===== config.mk =====
export PLATFORM = sky130hd
export DESIGN_NAME = route_request_packet_queue_top
export DESIGN_NICKNAME = d
export VERILOG_FILES = /design/src/sv/rrpq_pkg.sv /design/src/sv/route_request_packet_queue_top.sv /design/src/sv/rrpq_ctrl.sv /design/src/sv/rrpq_datapath.sv
export SDC_FILE = /design/constraint.sdc
export NUM_CORES = 2
export LEC_CHECK = 0
export ABC_AREA = 1
export BUFFER_PORTS_ARGS = -buffer_cell sky130_fd_sc_hd__buf_4
export CAP_MARGIN = 20
export CORE_MARGIN = 2
export CORE_UTILIZATION = 50
export CTS_CLUSTER_SIZE = 30
export DETAILED_ROUTE_END_ITERATION = 7
export HOLD_SLACK_MARGIN = 0.03
export PLACE_DENSITY_LB_ADDON = 0.1
export SLEW_MARGIN = 10
export SYNTH_ARGS = -nofsm -noshare
export SYNTH_HDL_FRONTEND = slang
export SYNTH_SLANG_ARGS = --single-unit

===== constraint.sdc =====
create_clock -name i_clk -period 6.5 [get_ports i_clk]
set_clock_uncertainty 0.2 [all_clocks]
set_input_delay 0.65 -clock i_clk [delete_from_list [all_inputs] [get_ports i_clk]]
set_output_delay 0.65 -clock i_clk [all_outputs]
set_load 0.01 [all_outputs]

===== src/sv/rrpq_pkg.sv =====
// Shared constants, codes and control types for the route request packet queue.
// No dependencies.
package rrpq_pkg;

    localparam int QUEUE_DEPTH = 16;
    localparam int IW          = $clog2(QUEUE_DEPTH);
    localparam int CW          = $clog2(QUEUE_DEPTH + 1);
    localparam int AGE_W       = 17;
    localparam int OCC_W       = 5;

    localparam logic [2:0] OP_TICK   = 3'd0;
    localparam logic [2:0] OP_ENQ    = 3'd1;
    localparam logic [2:0] OP_DEQ    = 3'd2;
    localparam logic [2:0] OP_DROP   = 3'd3;
    localparam logic [2:0] OP_FIND   = 3'd4;
    localparam logic [2:0] OP_SIZE   = 3'd5;
    localparam logic [2:0] OP_RSVD_A = 3'd6;
    localparam logic [2:0] OP_RSVD_B = 3'd7;

    localparam logic [1:0] K_EXP  = 2'd0;
    localparam logic [1:0] K_OLD  = 2'd1;
    localparam logic [1:0] K_DST  = 2'd2;
    localparam logic [1:0] K_DONE = 2'd3;

    localparam logic [2:0] M_PURGE = 3'd0;
    localparam logic [2:0] M_TICK  = 3'd1;
    localparam logic [2:0] M_DUP   = 3'd2;
    localparam logic [2:0] M_FIND  = 3'd3;
    localparam logic [2:0] M_DEQ   = 3'd4;
    localparam logic [2:0] M_DEST  = 3'd5;
    localparam logic [2:0] M_OLD   = 3'd6;

    localparam logic CFG_MAX_LENGTH = 1'b0;
    localparam logic CFG_LIFETIME   = 1'b1;

    typedef struct packed {
        logic       accept;
        logic       walk;
        logic [2:0] mode;
        logic       append;
        logic       emit;
    } t_cmd;

    typedef struct packed {
        logic walk_done;
        logic hit;
        logic emit_end;
    } t_stat;

endpackage


===== src/sv/route_request_packet_queue_top.sv =====
// Top level of the route request packet queue: APB registers, sequencer and datapath.
// Depends on rrpq_pkg, rrpq_ctrl and rrpq_datapath.
//
// Usage: raise start with opcode, packet id and destination while busy is low;
// the word is taken at that edge and busy stays high until the last result.
// Results leave one word per cycle on the o_ ports, marked by o_strobe; the
// final word of an operation is the done word with o_last high. Every word of
// one operation carries the occupancy after the whole operation.
// Sequence: a purge walk (enqueue, dequeue, drop and size only), then an operation
// walk (not for size; enqueue may add an oldest-drop walk and an append step), then
// the drop words and the done word; reserved opcodes emit only the done word.
// Throughput is one operation at a time, set by the single read port the walks share.
// Registers: max_length at byte 0, lifetime_ticks at byte 4. The user must write them
// over APB only while busy is low; the block does not enforce this. Reset empties the
// queue and loads 16 and 30.
// The receiver cannot stall: each result word is valid for exactly one cycle.
module route_request_packet_queue_top
    import rrpq_pkg::*;
(
    input  logic        i_clk,
    input  logic        i_rst_n,
    input  logic        start,
    output logic        busy,
    input  logic [2:0]  i_opcode,
    input  logic [31:0] i_packet_id,
    input  logic [15:0] i_dest_addr,
    output logic        o_strobe,
    output logic [1:0]  o_kind,
    output logic [31:0] o_out_packet_id,
    output logic [15:0] o_out_dest_addr,
    output logic        o_success,
    output logic [4:0]  o_occupancy,
    output logic        o_last,
    input  logic        psel,
    input  logic        penable,
    input  logic        pwrite,
    input  logic [2:0]  paddr,
    input  logic [31:0] pwdata,
    output logic [31:0] prdata,
    output logic        pready
);

    logic [4:0]  r_max_length;
    logic [15:0] r_lifetime;
    t_cmd        cmd;
    t_stat       stat;

    assign pready = 1'b1;
    assign prdata = (paddr[2] == CFG_LIFETIME) ? {16'd0, r_lifetime} : {27'd0, r_max_length};

    always_ff @(posedge i_clk) begin
        if (!i_rst_n) begin
            r_max_length <= 5'd16;
            r_lifetime   <= 16'd30;
        end else if (psel && penable && pwrite) begin
            if (paddr[2] == CFG_LIFETIME) begin
                r_lifetime <= pwdata[15:0];
            end else begin
                r_max_length <= pwdata[4:0];
            end
        end
    end

    rrpq_ctrl u_ctrl (
        .i_clk    (i_clk),
        .i_rst_n  (i_rst_n),
        .i_start  (start),
        .i_opcode (i_opcode),
        .i_stat   (stat),
        .o_cmd    (cmd),
        .o_busy   (busy)
    );

    rrpq_datapath u_dp (
        .i_clk           (i_clk),
        .i_rst_n         (i_rst_n),
        .i_cmd           (cmd),
        .o_stat          (stat),
        .i_opcode        (i_opcode),
        .i_packet_id     (i_packet_id),
        .i_dest_addr     (i_dest_addr),
        .i_max_length    (r_max_length),
        .i_lifetime      (r_lifetime),
        .o_kind          (o_kind),
        .o_out_packet_id (o_out_packet_id),
        .o_out_dest_addr (o_out_dest_addr),
        .o_success       (o_success),
        .o_occupancy     (o_occupancy),
        .o_last          (o_last)
    );

    assign o_strobe = cmd.emit;

    a_no_word_idle: assert property (@(posedge i_clk) disable iff (!i_rst_n)
        !busy |-> !o_strobe) else $error("result word while idle");
    a_last_frees: assert property (@(posedge i_clk) disable iff (!i_rst_n)
        o_strobe && o_last |=> !busy) else $error("busy after last word");
    a_accept_busy: assert property (@(posedge i_clk) disable iff (!i_rst_n)
        start && !busy |=> busy) else $error("accepted word did not raise busy");
    a_occ_bound: assert property (@(posedge i_clk) disable iff (!i_rst_n)
        o_strobe |-> o_occupancy <= 5'd16) else $error("occupancy out of range");

endmodule


===== src/sv/rrpq_ctrl.sv =====
// Sequencer for the route request packet queue: orders the walk passes and the emit phase.
// Depends on rrpq_pkg.
module rrpq_ctrl
    import rrpq_pkg::*;
(
    input  logic       i_clk,
    input  logic       i_rst_n,
    input  logic       i_start,
    input  logic [2:0] i_opcode,
    input  t_stat      i_stat,
    output t_cmd       o_cmd,
    output logic       o_busy
);

    localparam logic [2:0] S_IDLE   = 3'd0;
    localparam logic [2:0] S_PURGE  = 3'd1;
    localparam logic [2:0] S_WALK   = 3'd2;
    localparam logic [2:0] S_OLD    = 3'd3;
    localparam logic [2:0] S_APPEND = 3'd4;
    localparam logic [2:0] S_EMIT   = 3'd5;

    logic [2:0] r_state, n_state;
    logic [2:0] r_op, n_op;
    logic       accept;

    assign accept = i_start && (r_state == S_IDLE);
    assign o_busy = (r_state != S_IDLE);

    always_comb begin
        n_state = r_state;
        n_op    = r_op;
        o_cmd   = '0;
        o_cmd.accept = accept;
        case (r_state)
            S_IDLE: begin
                if (accept) begin
                    n_op = i_opcode;
                    if (i_opcode inside {OP_ENQ, OP_DEQ, OP_DROP, OP_SIZE}) begin
                        n_state = S_PURGE;
                    end else if (i_opcode inside {OP_TICK, OP_FIND}) begin
                        n_state = S_WALK;
                    end else begin
                        n_state = S_EMIT;
                    end
                end
            end
            S_PURGE: begin
                o_cmd.walk = 1'b1;
                o_cmd.mode = M_PURGE;
                if (i_stat.walk_done) begin
                    n_state = (r_op == OP_SIZE) ? S_EMIT : S_WALK;
                end
            end
            S_WALK: begin
                o_cmd.walk = 1'b1;
                case (r_op)
                    OP_TICK: o_cmd.mode = M_TICK;
                    OP_ENQ:  o_cmd.mode = M_DUP;
                    OP_DEQ:  o_cmd.mode = M_DEQ;
                    OP_DROP: o_cmd.mode = M_DEST;
                    default: o_cmd.mode = M_FIND;
                endcase
                if (i_stat.walk_done) begin
                    n_state = (r_op == OP_ENQ && !i_stat.hit) ? S_OLD : S_EMIT;
                end
            end
            S_OLD: begin
                o_cmd.walk = 1'b1;
                o_cmd.mode = M_OLD;
                if (i_stat.walk_done) begin
                    n_state = S_APPEND;
                end
            end
            S_APPEND: begin
                o_cmd.append = 1'b1;
                n_state = S_EMIT;
            end
            S_EMIT: begin
                o_cmd.emit = 1'b1;
                if (i_stat.emit_end) begin
                    n_state = S_IDLE;
                end
            end
            default: begin
                n_state = S_IDLE;
            end
        endcase
    end

    always_ff @(posedge i_clk) begin
        if (!i_rst_n) begin
            r_state <= S_IDLE;
            r_op    <= OP_TICK;
        end else begin
            r_state <= n_state;
            r_op    <= n_op;
        end
    end

endmodule


===== src/sv/rrpq_datapath.sv =====
// Entry store, compaction walker and drop buffer for the route request packet queue.
// Depends on rrpq_pkg.
module rrpq_datapath
    import rrpq_pkg::*;
(
    input  logic        i_clk,
    input  logic        i_rst_n,
    input  t_cmd        i_cmd,
    output t_stat       o_stat,
    input  logic [2:0]  i_opcode,
    input  logic [31:0] i_packet_id,
    input  logic [15:0] i_dest_addr,
    input  logic [4:0]  i_max_length,
    input  logic [15:0] i_lifetime,
    output logic [1:0]  o_kind,
    output logic [31:0] o_out_packet_id,
    output logic [15:0] o_out_dest_addr,
    output logic        o_success,
    output logic [4:0]  o_occupancy,
    output logic        o_last
);

    logic [31:0]      q_id   [QUEUE_DEPTH];
    logic [15:0]      q_dest [QUEUE_DEPTH];
    logic [AGE_W-1:0] q_age  [QUEUE_DEPTH];

    logic [31:0] b_id   [QUEUE_DEPTH];
    logic [15:0] b_dest [QUEUE_DEPTH];
    logic [1:0]  b_kind [QUEUE_DEPTH];

    logic [CW-1:0] r_count, r_rd, r_wr, r_nd, r_ed;
    logic [2:0]    r_op;
    logic [31:0]   r_id, r_rid;
    logic [15:0]   r_dest, r_rdest;
    logic          r_found, r_hit;

    logic [31:0]      e_id;
    logic [15:0]      e_dest;
    logic [AGE_W-1:0] e_age, e_age_next;
    logic             in_range, remove, push;
    logic [1:0]       push_kind;
    logic [CW-1:0]    lim, live;
    logic             have_drop, succ;

    assign in_range   = (r_rd < r_count);
    assign e_id       = q_id[r_rd[IW-1:0]];
    assign e_dest     = q_dest[r_rd[IW-1:0]];
    assign e_age      = q_age[r_rd[IW-1:0]];
    assign e_age_next = (i_cmd.mode == M_TICK && e_age != {AGE_W{1'b1}}) ?
                        e_age + AGE_W'(1) : e_age;
    assign live       = r_count - (r_rd - r_wr);

    always_comb begin
        if (i_max_length == 5'd0) begin
            lim = CW'(1);
        end else if (32'(i_max_length) > QUEUE_DEPTH) begin
            lim = CW'(QUEUE_DEPTH);
        end else begin
            lim = CW'(i_max_length);
        end
    end

    always_comb begin
        remove    = 1'b0;
        push      = 1'b0;
        push_kind = K_EXP;
        case (i_cmd.mode)
            M_PURGE: begin
                remove = (e_age > {1'b0, i_lifetime});
                push   = remove;
            end
            M_DEST: begin
                remove    = (e_dest == r_dest);
                push      = remove;
                push_kind = K_DST;
            end
            M_OLD: begin
                remove    = (live >= lim);
                push      = remove;
                push_kind = K_OLD;
            end
            M_DEQ: begin
                remove = !r_found && (e_dest == r_dest);
            end
            default: begin
                remove = 1'b0;
            end
        endcase
    end

    assign o_stat.walk_done = i_cmd.walk && !in_range;
    assign o_stat.hit       = r_hit;
    assign have_drop        = (r_ed < r_nd);
    assign o_stat.emit_end  = i_cmd.emit && !have_drop;

    always_comb begin
        case (r_op)
            OP_ENQ:  succ = !r_hit;
            OP_DEQ:  succ = r_found;
            OP_FIND: succ = r_hit;
            default: succ = 1'b0;
        endcase
    end

    assign o_kind          = have_drop ? b_kind[r_ed[IW-1:0]] : K_DONE;
    assign o_out_packet_id = have_drop ? b_id[r_ed[IW-1:0]]   : r_rid;
    assign o_out_dest_addr = have_drop ? b_dest[r_ed[IW-1:0]] : r_rdest;
    assign o_success       = have_drop ? 1'b0 : succ;
    assign o_last          = !have_drop;
    assign o_occupancy     = OCC_W'(r_count);

    // entry and drop buffer storage
    always_ff @(posedge i_clk) begin
        if (i_cmd.walk && in_range) begin
            if (push) begin
                b_id[r_nd[IW-1:0]]   <= e_id;
                b_dest[r_nd[IW-1:0]] <= e_dest;
                b_kind[r_nd[IW-1:0]] <= push_kind;
            end
            if (!remove) begin
                q_id[r_wr[IW-1:0]]   <= e_id;
                q_dest[r_wr[IW-1:0]] <= e_dest;
                q_age[r_wr[IW-1:0]]  <= e_age_next;
            end
        end
        if (i_cmd.append && r_count < CW'(QUEUE_DEPTH)) begin
            q_id[r_count[IW-1:0]]   <= r_id;
            q_dest[r_count[IW-1:0]] <= r_dest;
            q_age[r_count[IW-1:0]]  <= '0;
        end
        if (i_cmd.accept) begin
            r_id   <= i_packet_id;
            r_dest <= i_dest_addr;
        end
    end

    always_ff @(posedge i_clk) begin
        if (!i_rst_n) begin
            r_count <= '0;
            r_rd    <= '0;
            r_wr    <= '0;
            r_nd    <= '0;
            r_ed    <= '0;
            r_op    <= OP_TICK;
            r_found <= 1'b0;
            r_hit   <= 1'b0;
            r_rid   <= '0;
            r_rdest <= '0;
        end else begin
            if (i_cmd.accept) begin
                r_op    <= i_opcode;
                r_rd    <= '0;
                r_wr    <= '0;
                r_nd    <= '0;
                r_ed    <= '0;
                r_found <= 1'b0;
                r_hit   <= 1'b0;
                r_rid   <= '0;
                r_rdest <= '0;
            end
            if (i_cmd.walk) begin
                if (in_range) begin
                    r_rd <= r_rd + CW'(1);
                    if (!remove) begin
                        r_wr <= r_wr + CW'(1);
                    end
                    if (push) begin
                        r_nd <= r_nd + CW'(1);
                    end
                    if (i_cmd.mode == M_DEQ && remove) begin
                        r_found <= 1'b1;
                        r_rid   <= e_id;
                        r_rdest <= e_dest;
                    end
                    if (i_cmd.mode == M_DUP && e_id == r_id && e_dest == r_dest) begin
                        r_hit <= 1'b1;
                    end
                    if (i_cmd.mode == M_FIND && e_dest == r_dest) begin
                        r_hit <= 1'b1;
                    end
                end else begin
                    r_count <= r_wr;
                    r_rd    <= '0;
                    r_wr    <= '0;
                end
            end
            if (i_cmd.append && r_count < CW'(QUEUE_DEPTH)) begin
                r_count <= r_count + CW'(1);
            end
            if (i_cmd.emit && have_drop) begin
                r_ed <= r_ed + CW'(1);
            end
        end
    end

endmodule


==> impl_metrics.yaml <==
power:
  ir_drop_v: 0.000450
  power_mw: 42.7
  total_leakage_power_nw: 31.5
  p_per_area_mw_per_mm2: 460
final_layout:
  nets: 6906
  drive_gt1_frac: 0.106
  nFillCells: 13000
  final_area_mm2: 0.0929
  layout_common_cells: "1888 x edfxtp_1, 1064 x nor2_1, 910 x o21ai_0"
  layoutNonFillerInstCount: 9097
  layout_commonest_cell: "edfxtp_1"
  areaGrowthSynthToFinish_pct: 14.3
placement:
  hpwl_um: 120000
  placed_area_mm2: 0.0855
  gp_congestion: 0.822
  dp_cells: 8638
  port_buffers: 148
  dp_slack_ns: 0.566
clock_network:
  clkLatencyLatePin_ns: 0.84
  cts_tree: "done"
  post_cts_buffers: 0
  root_buffer: "clkbuf_16"
  ctsHoldBuffers: 70
  cts_buffers: 204
  clock_sinks: 1998
  cts_resized: 0
  cts_buffer_depth: 3
  ctsHtreeMaxLevel: 4
  cts.reportedPaths.clkPinSlew_ns: 0.06
synth:
  synth-async-reset-ratio: 0
  synth_top_family_by_area: "compound AO/OA/AOI/OAI gates"
  synth-xor-area-share: 0.00334
  synth_edf_count: 1888
  ys.flop_type: "edfxtp_1"
  netlist_area_mm2: 0.0813
  ys_warn_count: 0
  yosys.area_share.simple: 0.105
  synthMuxAreaShare: 0.000739
  synth-seq-cells: 1998
  yosys.area_share.adder: 0.00791
  syn_inst: 6551
  ys_types: 54
  synth_compound_area_frac: 0.120
  avgSynthCellArea_um2: 12.4
  seq_area_frac_synth: 0.725
setup_path:
  cp_cell_sequence: "inv_8 > o21ai_0 > o221ai_1 > nand3_1 > nand2_1 > ha_1 > a21oi_1 > nor2_1 > a211oi_1 > nand2_1 > nand2_1 > nand2_1 > nand2_1 > nand2_1 > nand2_1 > nand2_1 > nand2_1 > nand4_2 > o21ai_2 > nand3_1 > nor2_4 > buf_12"
  cpPeakStageDelay_ns: 0.69
  criticalPathCategory: "reg -> reg"
  crit_buf_inv: 2
  cp-start-kind: "flop"
  rr_worst_depth: 22
  rrSetupSlack_ns: 0.46
  rr_endpoint: "u_dp.q_id[10][18]"
  crit_required_ns: 6.81
  crit_fanout: 125
  end_kind: "flop"
  worst_path_max_delay_cell: "dfxtp_4"
  arrival_ns: 6.35
  crit_family: "simple AND/OR/NAND/NOR gates"
  crit_top_cell: "nand2_1"
route:
  vias: 53300
  vias_per_cell: 5.85
  drt-total-wl_um: 223000
  firstDrtPassIters: 6
  drc_errors: 0
  wire_per_inst_um: 24.5
  drt_iter0_drc: 5341
  ant_nets: 0
run_status:
  status: "complete, no violations"
worst_hold_path:
  hold_end: "r_max_length[4]"
  hold_path_class: "in -> reg"
  whs_path_depth: 4
  hp-start: "pwrite"
timing:
  hold_violations: 0
  rsz0062_at_grt: "false"
  min_period_over_period: 0.929
  worstMarginPinSlew_ns: 1.08
  finalMaxSlewViolations: 0
  min_period_ns: 6.04
  maxSlewHeadroom: 0.274
  setup_viol: 0
  max_freq_mhz: 166
  final.setup.worst_slack_ns: 0.459
grt:
  grt_max_degree: 150
  grt_usage: 0.263
  grt_pass1_wl_um: 329000
  grt.overflow.total: 0
  grt_pass1_vias: 50900
  antenna_found_initial: 1
floorplanning:
  die_w_um: 407
  core_mm2: 0.161
  die_area_mm2: 0.166
  io_pins: 184
  rows: 147
  start_util: 0.505
  die_h_um: 407
flow_run:
  maxCapViolations: 0
-- metal layers --
metal,vias to the layer above,global-route usage,routed length (um),share of wire
met2,1860,0.435,108000,0.49
met1,26600,0.367,95500,0.43
met3,354,0.0318,13500,0.061
met5,-,0,0,0
li1,24400,-,-,-
met4,0,0.0772,5540,0.025
-- kinds of logic (layout without fill, tap and decap cells) --
logic type | after synthesis | in the layout
other cells | 2 | 19
simple gates | 2120 | 2120
fa+ha+maj | 49 | 49
mux | 6 | 6
compound gates | 1646 | 1646
xor+xnor | 31 | 31
flops | 1998 | 1998
buf+inv | 699 | 1068
-- cell type report --
type,count,area (um2),area share
Sequential cell,1998,58900,0.635
Multi-Input combinational cell,3869,19600,0.211
Clock buffer,277,5520,0.0595
Timing Repair Buffer,448,4120,0.0443
Tap cell,2160,2700,0.0291
Clock inverter,99,1060,0.0114
Inverter,244,961,0.0103
Antenna cell,2,5.00,0.0000539
-- worst register-to-register path, cell delays in order, from the launching register on --
cell	delay, ns
dfxtp_4	0.69
inv_8	0.38
o21ai_0	0.40
o221ai_1	0.17
nand3_1	0.14
nand2_1	0.15
ha_1	0.32
a21oi_1	0.14
nor2_1	0.06
a211oi_1	0.42
nand2_1	0.12
nand2_1	0.08
nand2_1	0.04
nand2_1	0.06
nand2_1	0.05
nand2_1	0.13
nand2_1	0.19
nand2_1	0.16
nand4_2	0.23
o21ai_2	0.32
nand3_1	0.42
nor2_4	0.54
buf_12	0.30
-- where the power goes --
part,switching [mW],leakage [nW],total [mW],internal (mW)
sequential,0.322,17.9,18.4,18.1
combinational,9.34,10.4,12.8,3.42
clock,4.87,3.19,11.6,6.70
total,14.5,31.5,42.7,28.2
-- registers in the layout, indices dropped and copies added (netlist names), 16 cells and up, named ones only --
signal,cells
u_dp.q_id,512
u_dp.q_age,272
u_dp.r_dest,16
r_lifetime,16
u_dp.r_id,32
u_dp.b_kind,32
u_dp.r_rid,32
u_dp.b_dest,256
u_dp.b_id,512
u_dp.q_dest,256
u_dp.r_rdest,16
-- cells in the mapped netlist, types with 2 or more instances --
| cell | number | area share |
|---|---|---|
| a211oi_1 | 2 | 0.00018 |
| a21oi_1 | 132 | 0.0081 |
| a221o_1 | 2 | 0.00025 |
| a31oi_1 | 57 | 0.0044 |
| a32o_1 | 2 | 0.00025 |
| a41oi_1 | 2 | 0.00022 |
| buf_1 | 30 | 0.0014 |
| buf_2 | 67 | 0.0041 |
| buf_4 | 45 | 0.0042 |
| buf_6 | 25 | 0.0035 |
| buf_8 | 2 | 0.00037 |
| clkbuf_1 | 285 | 0.013 |
| clkinv_1 | 2 | 0.000092 |
| conb_1 | 2 | 0.000092 |
| dfxtp_1 | 110 | 0.027 |
| edfxtp_1 | 1888 | 0.70 |
| fa_1 | 4 | 0.00099 |
| ha_1 | 45 | 0.0069 |
| inv_1 | 232 | 0.011 |
| inv_2 | 9 | 0.00042 |
| mux2i_1 | 6 | 0.00074 |
| nand2_1 | 655 | 0.030 |
| nand2_2 | 3 | 0.00023 |
| nand3_1 | 320 | 0.020 |
| nand4_1 | 15 | 0.0012 |
| nand4_2 | 2 | 0.00031 |
| nor2_1 | 1096 | 0.051 |
| nor2_2 | 6 | 0.00046 |
| nor3_1 | 12 | 0.00074 |
| nor3_2 | 2 | 0.00025 |
| o2111ai_1 | 2 | 0.00022 |
| o211ai_1 | 182 | 0.017 |
| o21a_1 | 2 | 0.00018 |
| o21ai_0 | 922 | 0.057 |
| o21ai_1 | 43 | 0.0026 |
| o21bai_1 | 3 | 0.00028 |
| o221ai_1 | 224 | 0.024 |
| o22ai_1 | 66 | 0.0051 |
| or2_2 | 3 | 0.00023 |
| xnor2_1 | 8 | 0.00086 |
| xor2_1 | 23 | 0.0025 |
-- metrics by stage --
step	TNS, ns	hold WS, ns	utilization
after floorplan	-139.26	0.240	-
after global placement	0	0.252	0.531
after detailed placement	0	0.257	0.531
after CTS	0	0.0323	0.576
after global routing	0	0.0946	0.577
final	0	0.0971	0.577
-- worst max-delay path by stage --
stage / start / end / slack (ns) / cells past startpoint
floorplan: flop / u_dp.q_age[10][0] / -0.27 / 29
global placement: flop / u_dp.q_id[10][18] / 0.60 / 19
detailed placement: flop / u_dp.q_id[10][20] / 0.57 / 19
CTS: flop / u_dp.q_id[10][20] / 0.55 / 19
global route: flop / u_dp.q_id[10][25] / 0.17 / 20
finish: flop / u_dp.q_id[10][18] / 0.46 / 22
Note: power is estimated with default switching activity, not from simulation.
